$ cat config.mk
export PLATFORM = sky130hd
export DESIGN_NAME = cpcl_div
export DESIGN_NICKNAME = d
export VERILOG_FILES = /design/src/cpcl_div.sv
export SDC_FILE = /design/constraint.sdc
export NUM_CORES = 1
export LEC_CHECK = 0
export BUFFER_PORTS_ARGS = -buffer_cell sky130_fd_sc_hd__buf_2
export CORE_ASPECT_RATIO = 0.8
export CORE_MARGIN = 1
export CORE_UTILIZATION = 50
export DETAILED_ROUTE_END_ITERATION = 8
export PLACE_DENSITY = 0.75
export REMOVE_ABC_BUFFERS = 1
export SLEW_MARGIN = 5
export SYNTH_ARGS = -nofsm -noshare
export SYNTH_HDL_FRONTEND = slang
export SYNTH_SLANG_ARGS = --single-unit
$ cat constraint.sdc
create_clock -name clock -period 7.3 [get_ports clock]
set_input_delay 1.095 -clock clock [delete_from_list [all_inputs] [get_ports clock]]
set_output_delay 1.095 -clock clock [all_outputs]
set_load 0.01 [all_outputs]
$ cat src/cpcl_div.sv
`timescale 1ns / 1ps
// ----------------------------------------------------------------------------
// cpcl_div
// Pipelined restoring divider, one quotient bit per stage. The upper
// NW-QW numerator bits must be below the divisor.
// ----------------------------------------------------------------------------
module cpcl_div #(
   parameter int NW = 32,
   parameter int DW = 19,
   parameter int QW = 15
) (
   input  logic          clock,
   input  logic          adv,
   input  logic [NW-1:0] num,
   input  logic [DW-1:0] den,
   output logic [QW-1:0] quo
);

   logic [DW-1:0] rem_ff [QW-1];
   logic [QW-1:0] low_ff [QW-1];
   logic [DW-1:0] den_ff [QW-1];
   logic [QW-1:0] quo_ff [QW];

   for (genvar s = 0; s < QW; s++) begin : g_stage
      logic [DW-1:0] rem_p;
      logic [QW-1:0] low_p;
      logic [DW-1:0] den_p;
      logic [QW-1:0] quo_p;
      logic [DW:0]   trial;
      logic [DW:0]   diff;
      logic          ge;

      if (s == 0) begin : g_first
         assign rem_p = DW'(num >> QW);
         assign low_p = num[QW-1:0];
         assign den_p = den;
         assign quo_p = '0;
      end else begin : g_next
         assign rem_p = rem_ff[s-1];
         assign low_p = low_ff[s-1];
         assign den_p = den_ff[s-1];
         assign quo_p = quo_ff[s-1];
      end

      assign trial = {rem_p, low_p[QW-1]};
      assign diff  = trial - {1'b0, den_p};
      assign ge    = trial >= {1'b0, den_p};

      always_ff @(posedge clock) begin
         if (adv) begin
            quo_ff[s] <= (quo_p << 1) | QW'(ge);
         end
      end

      if (s < QW - 1) begin : g_carry
         always_ff @(posedge clock) begin
            if (adv) begin
               rem_ff[s] <= ge ? diff[DW-1:0] : trial[DW-1:0];
               low_ff[s] <= low_p << 1;
               den_ff[s] <= den_p;
            end
         end
      end
   end

   assign quo = quo_ff[QW-1];

endmodule

# Yosys cells after proc, flatten, opt, wreduce, memory -nomap -nowiden
# Memory sizes are Yosys's and may differ from the RTL's.
# Index checks and enable logic that the tools add are counted.
# W data, S select, Z words.
[totals]
ff_bits = 0
ram_bits = 953
input_bits = 53
output_inout_bits = 15
wordCells = 63
mem_count = 4
[memory_table]
columns = ["name", "depth", "width", "read_ports", "rd_ports_with_merged_regs", "wr", "line_no", "text"]
rows = [
  ["den_ff", 14, 19, 14, 0, 14, "21", "logic [DW-1:0] den_ff [QW-1];"],
  ["rem_ff", 14, 19, 14, 0, 14, "19", "logic [DW-1:0] rem_ff [QW-1];"],
  ["quo_ff", 15, 15, 15, 0, 15, "22", "logic [QW-1:0] quo_ff [QW];"],
  ["low_ff", 14, 14, 14, 0, 14, "20", "logic [QW-1:0] low_ff [QW-1];"],
]
[classes]
add_sub_neg = 14
order_cmp = 15
n_mux = 16
n_bitwise = 14
[ops]
columns = ["cell", "count"]
rows = [
  ["$ge A20 B19 Y1", 14],
  ["$mux W19", 14],
  ["$sub A19 B19 Y19", 13],
  ["$or A15 B1 Y15", 14],
  ["$ge A18 B19 Y1", 1],
  ["$sub A18 B19 Y19", 1],
  ["$mux W1", 2],
]

# Longest topological paths before layout
# An unclocked memory read counts as a cell.
[logic_depth]
depth_word = 3
depth_mapped = 14
depth_no_buf = 12

# Worst setup path after synthesis
# Ideal clock, no wire load.
[synth_path]
path_kind = "input port to flip-flop"
start = "input den[6]"
end = "memory rem_ff[0][11], data pin"
setup_ps = 260
arrival_time_ps = 3137
required_ps = 7040
path_slack_ps = 3903
stages = 9
path_buffers = 1
path_cell_list = "inv_1 > ha_1 > and3_1 > nand3_1 > or4_1 > a21o_1 > o31ai_2 > buf_2 > mux2_2"
[synth_lines]
columns = ["element", "line_no", "text"]
rows = [
  ["start, declared", "15", "input logic [DW-1:0] den,"],
  ["end, declared", "19", ""],
]

==> metrics.md <==
| Metric | Value |
|---|---|
| Status | `complete, no violations` |
| Avg Inst Size Synth | `12.5 um2` |
| Core Region | `77800 um2` |
| Hold Path Cell Cnt | `0` |
| Grt ovf | `0` |
| TNS Setup | `0 ns` |
| Final wirelength | `78400 um` |
| Worst Hold End | `low_ff[0][91]` |
| Reg-to-reg endpoint | `rem_ff[1][3]` |
| CTS tree | `built` |
| P_leak | `17.6 nW` |
| Routed WL per cell | `17.9 um` |
| # setup viols final | `0` |
| Kind of end point of the critical path | `flip-flop` |
| Average vias per placed instance | `5.61` |
| Antenna violations before repair | `4` |
| Setup Fix Bufs, Post-CTS | `0` |
| Hold WS | `0.402 ns` |
| Critical path launch point type | `flip-flop` |
| Clk buf depth | `3` |
| Synth unique cells | `90` |
| Die Wd | `317 um` |
| Number of top-level pins | `68` |
| First-pass GRT wire length | `126000 um` |
| Die extent in y | `254 um` |
| Synth Warn # | `0` |
| Most common cell in the synthesized netlist | `edfxtp_1` |
| Seq/Total Area, Yosys | `57.4%` |
| Drt pass-1 iters | `6` |
| DR vias | `24500` |
| Critical path arrival | `4.13 ns` |
| Reg-to-reg slack, setup | `3.55 ns` |
| Pwr per Cell Area | `432 nW/um2` |
| Period utilization | `51.4%` |
| Detail Route Antenna Nets | `0` |
| Ys flop type | `edfxtp_1` |
| RSZ-0062 raised after global routing | `false` |
| Row count | `91` |
| Slew Viols, Final | `0` |
| Vias in the first global route | `23400` |
| Cell count after synthesis | `3167` |
| All-layer global routing usage | `19.8%` |
| Total CTS buffers | `77` |
| Max Cap Viol | `0` |
| Share of post-route cells with drive strength above 1 | `11.6%` |
| Slew at the pin closest to its max-slew limit | `1.18 ns` |
| DRC viols | `0` |
| Largest net degree at the start of global routing | `185` |
| Largest area contributor in the netlist | `edfxtp_1` |
| PortBufs | `67` |
| Initial Utilization | `50.9%` |
| HP Class | `reg -> reg` |
| Worst r2r src | `rem_ff[0][134]` |
| Die ar. | `80300 um2` |
| Max FO, Critical Path | `20` |
| Synth top area share | `57.4%` |
| Post-synth EDFFs | `757` |
| Post-DP HPWL | `56500 um` |
| Root Buffer Master | `clkbuf_16` |
| Clock Skew | `0.0224 ns` |
| Relative slew slack | `21.2%` |
| Clk slew on worst S/H paths | `0.06 ns` |
| Final Hold Viols | `0` |
| Post-CTS Hold Fix Bufs | `0` |
| # diodes | `0` |
| Peak VDD IR | `0.183 mV` |
| Synth area leaders | `edfxtp_1, ha_1, inv_1` |
| GP Congestion | `0.912` |
| CP Class | `reg -> reg` |
| Clock latency on the worst-skew pair | `0.64 ns` |
| Ys async rst share | `0%` |
| FF+latch count, synth | `757` |
| Drt first-iter violations | `2391` |
| Area Growth Syn to Fin | `10.9%` |
| CTS resizes | `0` |
| Fillers | `6214` |
| Post-synth top cells | `edfxtp_1, inv_1, ha_1, a21oi_1, nor2_1` |
| Cell area after synthesis | `39600 um2` |
| Required time worst endpoint | `7.67 ns` |
| Worst R2R Path Depth | `9` |
| Period minus WS final | `3.75 ns` |
| Fmax | `267 MHz` |
| Nets | `3641` |
| Count of clock tree sinks | `757` |
| H-tree lvl count | `3` |
| HP Start | `low_ff[0][76]` |
-- registers in the layout, summed over array words and instances (netlist names) --
| name | flops |
|---|---|
| rem_ff | 266 |
| low_ff | 105 |
| quo_ff | 120 |
| den_ff | 266 |
-- routing by layer --
layer	wire (um)	vias up	global-route usage (%)
met5	0	-	0
met4	1650	0	5.26
met3	5880	121	3.89
met2	31900	792	28.0
met1	39000	11600	30.7
li1	-	12000	-
-- worst max path at each step --
stage                               from            end  slack, ns
final                     rem_ff[0][134]   rem_ff[1][3]       3.55
after global routing      low_ff[0][111]   rem_ff[1][3]       3.26
after CTS                 rem_ff[0][134]   rem_ff[1][3]       3.56
after detailed placement          den[7]   rem_ff[0][7]       3.49
after global placement            den[7]   rem_ff[0][8]       3.50
after floorplan                   den[1]  rem_ff[0][11]       3.34
-- final cells by class --
| cell class | instances | area, um2 | area share (%) |
|---|---|---|---|
| well taps | 1023 | 1280 | 2.92 |
| clock buffers | 91 | 2090 | 4.75 |
| multi-input cells | 2012 | 15300 | 34.8 |
| clock inverters | 48 | 649 | 1.48 |
| repair buffers | 85 | 505 | 1.15 |
| inverters | 357 | 1340 | 3.06 |
| flip-flops and latches | 757 | 22700 | 51.8 |
-- power breakdown --
part | total [mW] | internal [mW] | switching (mW) | leakage [nW]
Clock | 4.26 | 2.58 | 1.68 | 1.32
Sequential | 6.83 | 6.26 | 0.572 | 7.40
Combinational | 7.88 | 3.68 | 4.20 | 8.86
-- cells in the final DEF, fill, tap and decap left out, drive strengths merged, types with 21 or more instances in the layout --
cell | netlist | routed
edfxtp | 757 | 757
inv | 356 | 359
ha | 284 | 284
a21oi | 212 | 212
nor2 | 180 | 180
o21ai | 165 | 165
nand2 | 161 | 161
xnor2 | 148 | 148
mux2 | 146 | 146
clkbuf | 13 | 91
buf | 28 | 85
a21o | 66 | 66
xor2 | 61 | 61
o21a | 58 | 58
nand3 | 53 | 53
nor3 | 49 | 49
nor2b | 34 | 34
nand4 | 31 | 31
nand2b | 29 | 29
a211oi | 26 | 26
clkinv | 1 | 25
o21bai | 23 | 23
o31ai | 21 | 21
-- kinds of logic (layout without fill, tap and decap cells) --
| group | count (synthesis) | count (layout) | share of synthesized area [%] |
|---|---|---|---|
| xor gates and xnor gates | 209 | 209 | 4.62 |
| DFF | 757 | 757 | 57.4 |
| muxes | 162 | 162 | 4.90 |
| and+or+nand+nor | 629 | 629 | 7.66 |
| buffers and inverters | 398 | 581 | 4.03 |
| AOI/OAI and AO/OA | 714 | 714 | 11.7 |
| adders and majority gates | 298 | 298 | 9.68 |
-- through the flow --
stage	std cells	worst slack (ns)	util, %	instance area [um2]	total power [mW]
CTS	4373	3.56	56.4	43900	19.0
floorplan	3126	3.34	-	39300	12.8
global route	4373	3.26	56.4	43900	20.1
finish	4373	3.55	56.4	43900	19.0
detailed placement	4234	3.49	52.9	41200	14.6
global placement	4234	3.50	52.9	41200	14.4
-- critical path: stages (launching register included) --
cell and delay, ns:
edfxtp_1 0.40, ha_1 0.38, nor2b_1 0.18, o31ai_2 0.29
a21oi_1 0.22, a21oi_1 0.35, o211ai_1 0.13, and3_1 0.20
o21ai_2 0.92, mux2_2 0.43
Note: power is estimated with default switching activity, not from simulation.
