**src/cpcl_pkg.sv**
```systemverilog
`timescale 1ns / 1ps
// ----------------------------------------------------------------------------
// cpcl_pkg
// Shared types and constants of the chassis power current limiter.
// ----------------------------------------------------------------------------
package cpcl_pkg;

   localparam int MAX_MOTORS = 4;
   localparam int CMD_W      = 16;
   localparam int ABS_W      = CMD_W + 1;
   localparam int CFG_W      = 16;
   localparam int BUDGET_W   = 17;
   localparam int SUM_MAX_W  = ABS_W + $clog2(MAX_MOTORS);
   localparam int PROD_W     = 32;
   // scaled quotient is always below the command magnitude, so 15 bits
   localparam int LANE_Q_W   = 15;
   localparam int LANE_LAT   = 1 + LANE_Q_W;
   localparam int BDIV_Q_W   = 32;

   localparam logic [CFG_W-1:0]    MIN_BUFFER = CFG_W'(500);
   localparam logic [BUDGET_W-1:0] BUDGET_MAX = BUDGET_W'(131070);

   localparam int REQ_DATA_W = 2 * CFG_W + MAX_MOTORS * CMD_W;
   localparam int RSP_RAW_W  = MAX_MOTORS * CMD_W + BUDGET_W;
   localparam int RSP_DATA_W = ((RSP_RAW_W + 7) / 8) * 8;

   localparam int CSR_IDX_W = 3;

   typedef enum logic [CSR_IDX_W-1:0] {
      CSR_WARN_BUFFER   = 3'd0,
      CSR_WARN_POWER    = 3'd1,
      CSR_POWER_CAP     = 3'd2,
      CSR_BUFFER_CLIMIT = 3'd3,
      CSR_POWER_CLIMIT  = 3'd4
   } csr_index_type;

   typedef struct packed {
      logic signed [CMD_W-1:0] cmd;
      logic [BUDGET_W-1:0]     budget;
      logic [SUM_MAX_W-1:0]    sum;
      logic                    scaled;
   } lane_in_type;

endpackage

```
**src/cpcl_div.sv**
```systemverilog
`timescale 1ns / 1ps
// ----------------------------------------------------------------------------
// cpcl_div
// Pipelined restoring divider, one quotient bit per stage. The upper
// NW-QW numerator bits must be below the divisor.
// ----------------------------------------------------------------------------
module cpcl_div #(
   parameter int NW = 32,
   parameter int DW = 19,
   parameter int QW = 15
) (
   input  logic          clock,
   input  logic          adv,
   input  logic [NW-1:0] num,
   input  logic [DW-1:0] den,
   output logic [QW-1:0] quo
);

   logic [DW-1:0] rem_ff [QW-1];
   logic [QW-1:0] low_ff [QW-1];
   logic [DW-1:0] den_ff [QW-1];
   logic [QW-1:0] quo_ff [QW];

   for (genvar s = 0; s < QW; s++) begin : g_stage
      logic [DW-1:0] rem_p;
      logic [QW-1:0] low_p;
      logic [DW-1:0] den_p;
      logic [QW-1:0] quo_p;
      logic [DW:0]   trial;
      logic [DW:0]   diff;
      logic          ge;

      if (s == 0) begin : g_first
         assign rem_p = DW'(num >> QW);
         assign low_p = num[QW-1:0];
         assign den_p = den;
         assign quo_p = '0;
      end else begin : g_next
         assign rem_p = rem_ff[s-1];
         assign low_p = low_ff[s-1];
         assign den_p = den_ff[s-1];
         assign quo_p = quo_ff[s-1];
      end

      assign trial = {rem_p, low_p[QW-1]};
      assign diff  = trial - {1'b0, den_p};
      assign ge    = trial >= {1'b0, den_p};

      always_ff @(posedge clock) begin
         if (adv) begin
            quo_ff[s] <= (quo_p << 1) | QW'(ge);
         end
      end

      if (s < QW - 1) begin : g_carry
         always_ff @(posedge clock) begin
            if (adv) begin
               rem_ff[s] <= ge ? diff[DW-1:0] : trial[DW-1:0];
               low_ff[s] <= low_p << 1;
               den_ff[s] <= den_p;
            end
         end
      end
   end

   assign quo = quo_ff[QW-1];

endmodule

```
**src/cpcl_lane.sv**
```systemverilog
`timescale 1ns / 1ps
// ----------------------------------------------------------------------------
// cpcl_lane
// One motor lane: |cmd| * budget, divide by the command sum, restore sign.
// ----------------------------------------------------------------------------
module cpcl_lane (
   input  logic                            clock,
   input  logic                            adv,
   input  cpcl_pkg::lane_in_type           lane_in,
   output logic signed [cpcl_pkg::CMD_W-1:0] res
);

   localparam int QW = cpcl_pkg::LANE_Q_W;

   logic [cpcl_pkg::ABS_W-1:0]     mag;
   logic [cpcl_pkg::ABS_W+cpcl_pkg::BUDGET_W-1:0] prod_full;
   logic [cpcl_pkg::PROD_W-1:0]    prod_ff;
   logic [cpcl_pkg::SUM_MAX_W-1:0] sum_ff;
   logic signed [cpcl_pkg::CMD_W-1:0] cmd_ff [QW+1];
   logic                           sc_ff  [QW+1];
   logic [QW-1:0]                  quo;
   logic signed [cpcl_pkg::CMD_W-1:0] mag_q;

   assign mag = lane_in.cmd[cpcl_pkg::CMD_W-1]
              ? cpcl_pkg::ABS_W'(-$signed({lane_in.cmd[cpcl_pkg::CMD_W-1], lane_in.cmd}))
              : cpcl_pkg::ABS_W'(lane_in.cmd);

   // full-width product; the value always fits in PROD_W bits
   assign prod_full = mag * lane_in.budget;

   always_ff @(posedge clock) begin
      if (adv) begin
         prod_ff   <= prod_full[cpcl_pkg::PROD_W-1:0];
         sum_ff    <= lane_in.sum;
         cmd_ff[0] <= lane_in.cmd;
         sc_ff[0]  <= lane_in.scaled;
         for (int i = 1; i <= QW; i++) begin
            cmd_ff[i] <= cmd_ff[i-1];
            sc_ff[i]  <= sc_ff[i-1];
         end
      end
   end

   cpcl_div #(
      .NW(cpcl_pkg::PROD_W),
      .DW(cpcl_pkg::SUM_MAX_W),
      .QW(QW)
   ) u_div (
      .clock(clock),
      .adv  (adv),
      .num  (prod_ff),
      .den  (sum_ff),
      .quo  (quo)
   );

   assign mag_q = $signed(cpcl_pkg::CMD_W'(quo));

   always_comb begin
      if (!sc_ff[QW]) begin
         res = cmd_ff[QW];
      end else if (cmd_ff[QW][cpcl_pkg::CMD_W-1]) begin
         res = -mag_q;
      end else begin
         res = mag_q;
      end
   end

endmodule

```
**config.mk**
```make
export PLATFORM = sky130hd
export DESIGN_NAME = cpcl_lane
export DESIGN_NICKNAME = d
export VERILOG_FILES = /design/src/cpcl_pkg.sv /design/src/cpcl_div.sv /design/src/cpcl_lane.sv
export SDC_FILE = /design/constraint.sdc
export NUM_CORES = 2
export LEC_CHECK = 0
export BUFFER_PORTS_ARGS = -buffer_cell sky130_fd_sc_hd__clkbuf_2
export CORE_MARGIN = 2
export CORE_UTILIZATION = 55
export DETAILED_ROUTE_END_ITERATION = 7
export PLACE_DENSITY = 0.82
export SETUP_SLACK_MARGIN = 0.2
export SLEW_MARGIN = 20
export SYNTH_ARGS = -nofsm -noshare
export SYNTH_HDL_FRONTEND = slang
export SYNTH_SLANG_ARGS = --single-unit
```
**constraint.sdc**
```tcl
create_clock -name clock -period 8.06 [get_ports clock]
set_input_delay 0.403 -clock clock [delete_from_list [all_inputs] [get_ports clock]]
set_output_delay 0.403 -clock clock [all_outputs]
set_load 0.03 [all_outputs]
```
Word level (Yosys, flattened, before mapping)
Memory sizes are Yosys's and may differ from the RTL's.
Cells that the tools add are included.
Widths: inputs -> output; s select.
{"block": "word_totals", "register_bits": 51, "ramBits": 1225, "in_bits": 55, "out_inout_bits": 16, "wordCells": 73, "mem_count": 6}
{"block": "op_classes", "add_sub_neg": 16, "mul": 1, "order_cmp": 15, "muxes": 19, "bitwise_logic": 14}
{"memory": "u_div.den_ff", "depth": 14, "width": 19, "read_ports": 14, "rd_clocked_by_memory_dff": 0, "write_ports": 14, "line": "cpcl_div.sv:21", "rtl": "logic [DW-1:0] den_ff [QW-1];"}
{"memory": "u_div.rem_ff", "depth": 14, "width": 19, "read_ports": 14, "rd_clocked_by_memory_dff": 0, "write_ports": 14, "line": "cpcl_div.sv:19", "rtl": "logic [DW-1:0] rem_ff [QW-1];"}
{"memory": "cmd_ff", "depth": 16, "width": 16, "read_ports": 16, "rd_clocked_by_memory_dff": 0, "write_ports": 16, "line": "cpcl_lane.sv:19", "rtl": "logic signed [cpcl_pkg::CMD_W-1:0] cmd_ff [QW+1];"}
{"memory": "u_div.quo_ff", "depth": 15, "width": 15, "read_ports": 15, "rd_clocked_by_memory_dff": 0, "write_ports": 15, "line": "cpcl_div.sv:22", "rtl": "logic [QW-1:0] quo_ff [QW];"}
{"memory": "u_div.low_ff", "depth": 14, "width": 14, "read_ports": 14, "rd_clocked_by_memory_dff": 0, "write_ports": 14, "line": "cpcl_div.sv:20", "rtl": "logic [QW-1:0] low_ff [QW-1];"}
{"memory": "sc_ff", "depth": 16, "width": 1, "read_ports": 16, "rd_clocked_by_memory_dff": 0, "write_ports": 16, "line": "cpcl_lane.sv:20", "rtl": "logic sc_ff [QW+1];"}
{"operator": "$ge 20x19->1", "count": 14}
{"operator": "$mux 19", "count": 14}
{"operator": "$sub 19x19->19", "count": 13}
{"operator": "$or 15x1->15", "count": 14}
{"operator": "$mul 17x17->32", "count": 1}
{"operator": "$mux 16", "count": 2}
{"operator": "$ge 18x19->1", "count": 1}
{"operator": "$sub 18x19->19", "count": 1}
{"operator": "$mux 17", "count": 1}
{"operator": "$neg 16->17", "count": 1}
{"operator": "$neg 15->16", "count": 1}
{"operator": "$mux 1", "count": 2}

Logic depth before layout (Yosys ltp)
An unclocked memory read counts as a cell.
{"block": "logic_depth", "word_depth": 4, "depth_mapped": 30, "depth_no_buf": 29}

Cells and area by module
A second synthesis with hierarchy kept.
{"block": "unflattened", "hier_cells": 4625, "hier_area_um2": 59006.6}
{"module": "cpcl_div", "n_inst": 1, "cells_per_inst": 3125, "area_per_inst_um2": 39322.7, "seq_area_each_um2": 22731.8}
{"module": "cpcl_lane", "n_inst": 1, "cells_per_inst": 1500, "area_per_inst_um2": 19683.9, "seq_area_each_um2": 9699.3}

Least setup slack after synthesis
OpenSTA, ideal clock, no wires.
{"block": "synth_path", "path_type": "input -> register", "start": "in lane_in[39] (netlist bit)", "end": "reg prod_ff[28] (netlist bit), data pin", "setup_time_ps": 265, "arrival_time_ps": 7479, "required_ps": 7795, "setup_slack_ps": 316, "stages": 26, "n_path_buf": 1, "path_cell_list": "nor2_1 > nand3_1 > or4_1 > or4_1 > o41ai_1 > xnor2_1 > clkbuf_1 > nand2_1 > fa_1 > fa_1 > fa_1 > inv_1 > fa_1 > fa_1 > inv_1 > fa_1 > inv_1 > ha_1 > o21a_1 > o211ai_1 > nor2_1 > a211oi_1 > a21oi_1 > o41ai_2 > nand4b_1 > nand4_1"}
{"block": "synth_between", "elab_chain_len": 3}
{"item": "start: declaration", "line": "cpcl_lane.sv:9", "rtl": "input cpcl_pkg::lane_in_type lane_in,"}
{"item": "$neg 16->17", "line": "cpcl_lane.sv:25", "rtl": "? cpcl_pkg::ABS_W'(-$signed({lane_in.cmd[cpcl_pkg::CMD_W-1], lane_in.cmd}))"}
{"item": "$mux 17 (*)", "line": "cpcl_lane.sv:25"}
{"item": "$mul 17x17->32 (*)", "line": "cpcl_lane.sv:29", "rtl": "assign prod_full = mag * lane_in.budget;"}
{"item": "net prod_full, one bit", "line": "cpcl_lane.sv:16", "rtl": "logic [cpcl_pkg::ABS_W+cpcl_pkg::BUDGET_W-1:0] prod_full;"}
{"item": "end signal: assignment", "line": "cpcl_lane.sv:33", "rtl": "prod_ff <= prod_full[cpcl_pkg::PROD_W-1:0];"}
{"item": "end: declaration", "line": "cpcl_lane.sv:17", "rtl": "logic [cpcl_pkg::PROD_W-1:0] prod_ff;"}
The timed path passes the listed nets; every way through them passes the cells marked *.
A chain may end at the register's enable or synchronous reset.

Worst setup path after layout
{"block": "layout_path", "start": "in lane_in[45] (netlist bit)", "end": "reg prod_ff[28] (netlist bit), data pin"}
The elaborated chain is that of the path after synthesis.

==> key figures <==
Status
  – Status: complete, no violations

Finish
  – Final non-filler cell total: roughly 6300
  – Fin util: between 60% and 70%
  – Share of layout cells above drive strength 1: just over 7%
  – Seq. cell area: about 32000 µm²
  – Diode count: 0
  – Area delta synth->final: 10.27%
  – Fill cell count: between 7000 and 8000
  – Nets: approximately 5500
  – Multi-input gate area: approximately 24000 µm²
  – Cell area after layout: 64750 µm²

Floorplan
  – Area of the core: 105600 µm²
  – Die Area: 109400 µm²
  – Die Wd: about 330 µm
  – Rows: between 100 and 150
  – # IOs: 71
  – Die Y: 330.8 µm
  – Starting density of the core: between 50% and 60%

Timing
  – Min Tclk post-route: between 7 and 8 ns
  – Hold Violations, Final: 0
  – Worst rel slew slack: a little under a quarter
  – Fin Clk Skew: ~0.056 ns
  – Setup TNS: 0 ns
  – RSZ-0062 raised after global routing: false
  – Final setup fails: 0
  – Slew Viols, Final: 0
  – Least-Margin Pin Slew: 1.157 ns
  – Fmax: around 0.13 GHz
  – Final cycle utilization of the critical path: 93.91%

Logic synthesis
  – Mean Syn Cell Area: between 10 and 15 µm²
  – Top cells by area, synth: edfxtp_1 55%, ha_1 8.2%, fa_1 8.1%, inv_1 4.1%, xnor2_1 2.3%
  – Async S/R FF share, synth: 0%
  – #FFs+latches synth: around 1100
  – Synth unique cells: 77
  – Syn Std Cell Area: between 50000 and 60000 µm²
  – Post-synth top area share: a little under three fifths
  – Register area share after synthesis: 55.23%
  – Synth Flop Type: edfxtp_1
  – Synthesized instance count: between 4000 and 5000
  – Synth warn: 0
  – Post-synth EDFFs: 1080
  – Yosys top cell by area: edfxtp_1

Place
  – Dpl hpwl: roughly 74000 µm
  – Placed Area: just over 60000 µm²
  – Cells after DPL: between 6000 and 7000
  – PortBufs: 70
  – Placer Congestion: ~0.9

Worst hold path
  – HP Class: input port to register
  – Hold-critical path endpoint: cmd_ff[0][2]$_DFFE_PP_
  – Hold Path Cell Cnt: 2
  – Hold Startpoint: lane_in[39]

Pwr
  – P per Cell Area: roughly 450 nW/µm²
  – Overall power: slightly below 30 mW
  – Maximum vdd drop: 0.9166 mV
  – Pleak: between 20 and 30 nW

Clock tree
  – CTS Sinks: around 1100
  – CTS Buf Count: around 110
  – Clk root buf: clkbuf_16
  – Clk pin slew, worst setup/hold paths: around 0.06 ns
  – Clock Latency Late Sink: approximately 0.71 ns
  – CTS tree: done
  – Maximum clock path buffer count: 3
  – H-Tree Depth: 3
  – Post-CTS Setup Inserts: 0

Global routing
  – Overall fraction of global-route tracks in use: around a fifth
  – Largest net degree at the start of global routing: 205
  – First-pass GRT wire length: roughly 180000 µm
  – Grt ovf: 0
  – Initial antenna violation count: 0
  – Vias in the first global route: 36690

Route
  – DR DRC count: 0
  – Pre-antenna DRT Iters: 6
  – Final ANT Viol Nets: 0
  – Drt total wl: ~110000 µm
  – Via density: between 5 and 6
  – Via Count: 34880
  – Iter 0 DRT Violations: about 2600
  – Routed WL per cell: roughly 17 µm

Critical path
  – Crit Reg-Reg Endpoint: u_div.rem_ff[10][7]$_DFFE_PP_
  – Worst setup SP type: input port
  – Critical Path Fanout Max: 8
  – Critical path class: input port to register
  – Worst Path Arrival: 7.99 ns
  – Reg2reg setup slack: 4.00 ns
  – R2R depth: 11
  – CP Data Required Time: approximately 8.5 ns
  – Crit-path slowest cell: or4_1
  – CP Capture Type: register
  – Crit-path max cell delay: ~0.59 ns
  – Top cell by count, worst path: fa_1
  – R2r startpoint: u_div.low_ff[1][27]$_DFFE_PP_

Flow run
  – Number of max-cap violations: 0
-- what timing repair did --
item                                   CTS  global route
setup endpoints to repair                0             2
endpoints found under the hold margin   33             0
gates resized for setup                  0             2
hold buffers                            33             0
-- logic make-up (layout without fill, tap and decap cells) --
kind of cell | after synthesis | after routing | share of synthesized area (%)
DFF | 1080 | 1080 | 55.23
adders and majority gates | 620 | 620 | 16.24
and+or+nand+nor | 979 | 979 | 8.045
other | 2 | 15 | 0.01279
muxes | 184 | 184 | 3.560
AOI/OAI and AO/OA | 743 | 743 | 8.229
buffers and inverters | 730 | 999 | 4.747
xor gates and xnor gates | 264 | 264 | 3.938
-- through the flow --
stage	hold slack [ns]	worst slack (ns)
detailed placement	0.4045	-0.1121
global route	0.03493	0.1784
global placement	0.4002	-0.05984
finish	0.06288	0.4907
CTS	0.009007	0.5911
floorplan	0.4003	0.3160
-- worst max-delay path by stage --
stage	start	to	depth (start not counted)
6_report	lane_in[45]	prod_ff[28]$_DFFE_PP_	29
2_1_floorplan	lane_in[39]	prod_ff[28]$_DFFE_PP_	26
3_5_place_dp	lane_in[39]	prod_ff[28]$_DFFE_PP_	27
3_3_place_gp	lane_in[39]	prod_ff[28]$_DFFE_PP_	27
5_1_grt	lane_in[39]	prod_ff[28]$_DFFE_PP_	28
4_1_cts	lane_in[45]	prod_ff[28]$_DFFE_PP_	29
-- registers in the layout (all words and copies together) (netlist names) --
signal and flops:
u_div.low_ff 105, u_div.rem_ff 266, prod_ff 32, sc_ff 16
cmd_ff 256, u_div.den_ff 266, u_div.quo_ff 120, sum_ff 19
-- area by class of cell --
class | count | share of cell area, %
Clock buffer | 121 | 4.150
Sequential cell | 1080 | 50.08
Timing Repair Buffer | 161 | 1.797
Clock inverter | 67 | 1.065
Tap cell | 1391 | 2.688
Multi-Input combinational cell | 2805 | 36.45
Inverter | 650 | 3.768
-- placed cells by master (no fill, tap or decap), drive strengths merged, types with 32 or more instances in the layout --
cell type    Yosys  layout
inv            650     654
xor2           107     107
clkinv           0      46
clkbuf          49     190
nor2           177     177
ha             383     383
mux2           151     151
and2           150     150
fa             237     237
o21a            63      63
a21oi          196     196
nand4           32      32
mux2i           33      33
o21ai          208     208
nand3           47      47
xnor2          157     157
a21o            72      72
dlygate4sd3      0      33
nor2b           39      39
nand2          362     362
nor3            63      63
edfxtp        1080    1080
buf             31      59
-- report_power, final --
part	internal, mW	switching, mW	leakage, nW
Combinational	6.76	8.54	14.3
Clock	2.69	2.09	1.62
Sequential	8.24	0.614	10.6
Total	17.7	11.2	26.5
-- critical path, delay by kind of cell --
family                     cells  cell delay, ns
AOI/OAI and AO/OA              5            1.13
adders and majority gates      7            3.25
buffers and inverters          9            1.52
xor gates and xnor gates       1            0.36
and+or+nand+nor                7            1.31
-- Yosys cell counts (107+ instances only) --
cell	number
nand2_1	362
fa_1	237
and2_1	149
nor2_1	177
edfxtp_1	1080
xor2_1	107
xnor2_1	157
mux2_1	118
inv_1	639
a21oi_1	195
o21ai_1	133
ha_1	383
-- layer usage --
layer	share of wire [%]	track usage, %
met5	0	0
met4	5.1	10.35
met3	4.0	2.779
met2	53	38.28
met1	37	22.55
No activity file was read; power rests on OpenSTA's default activity.
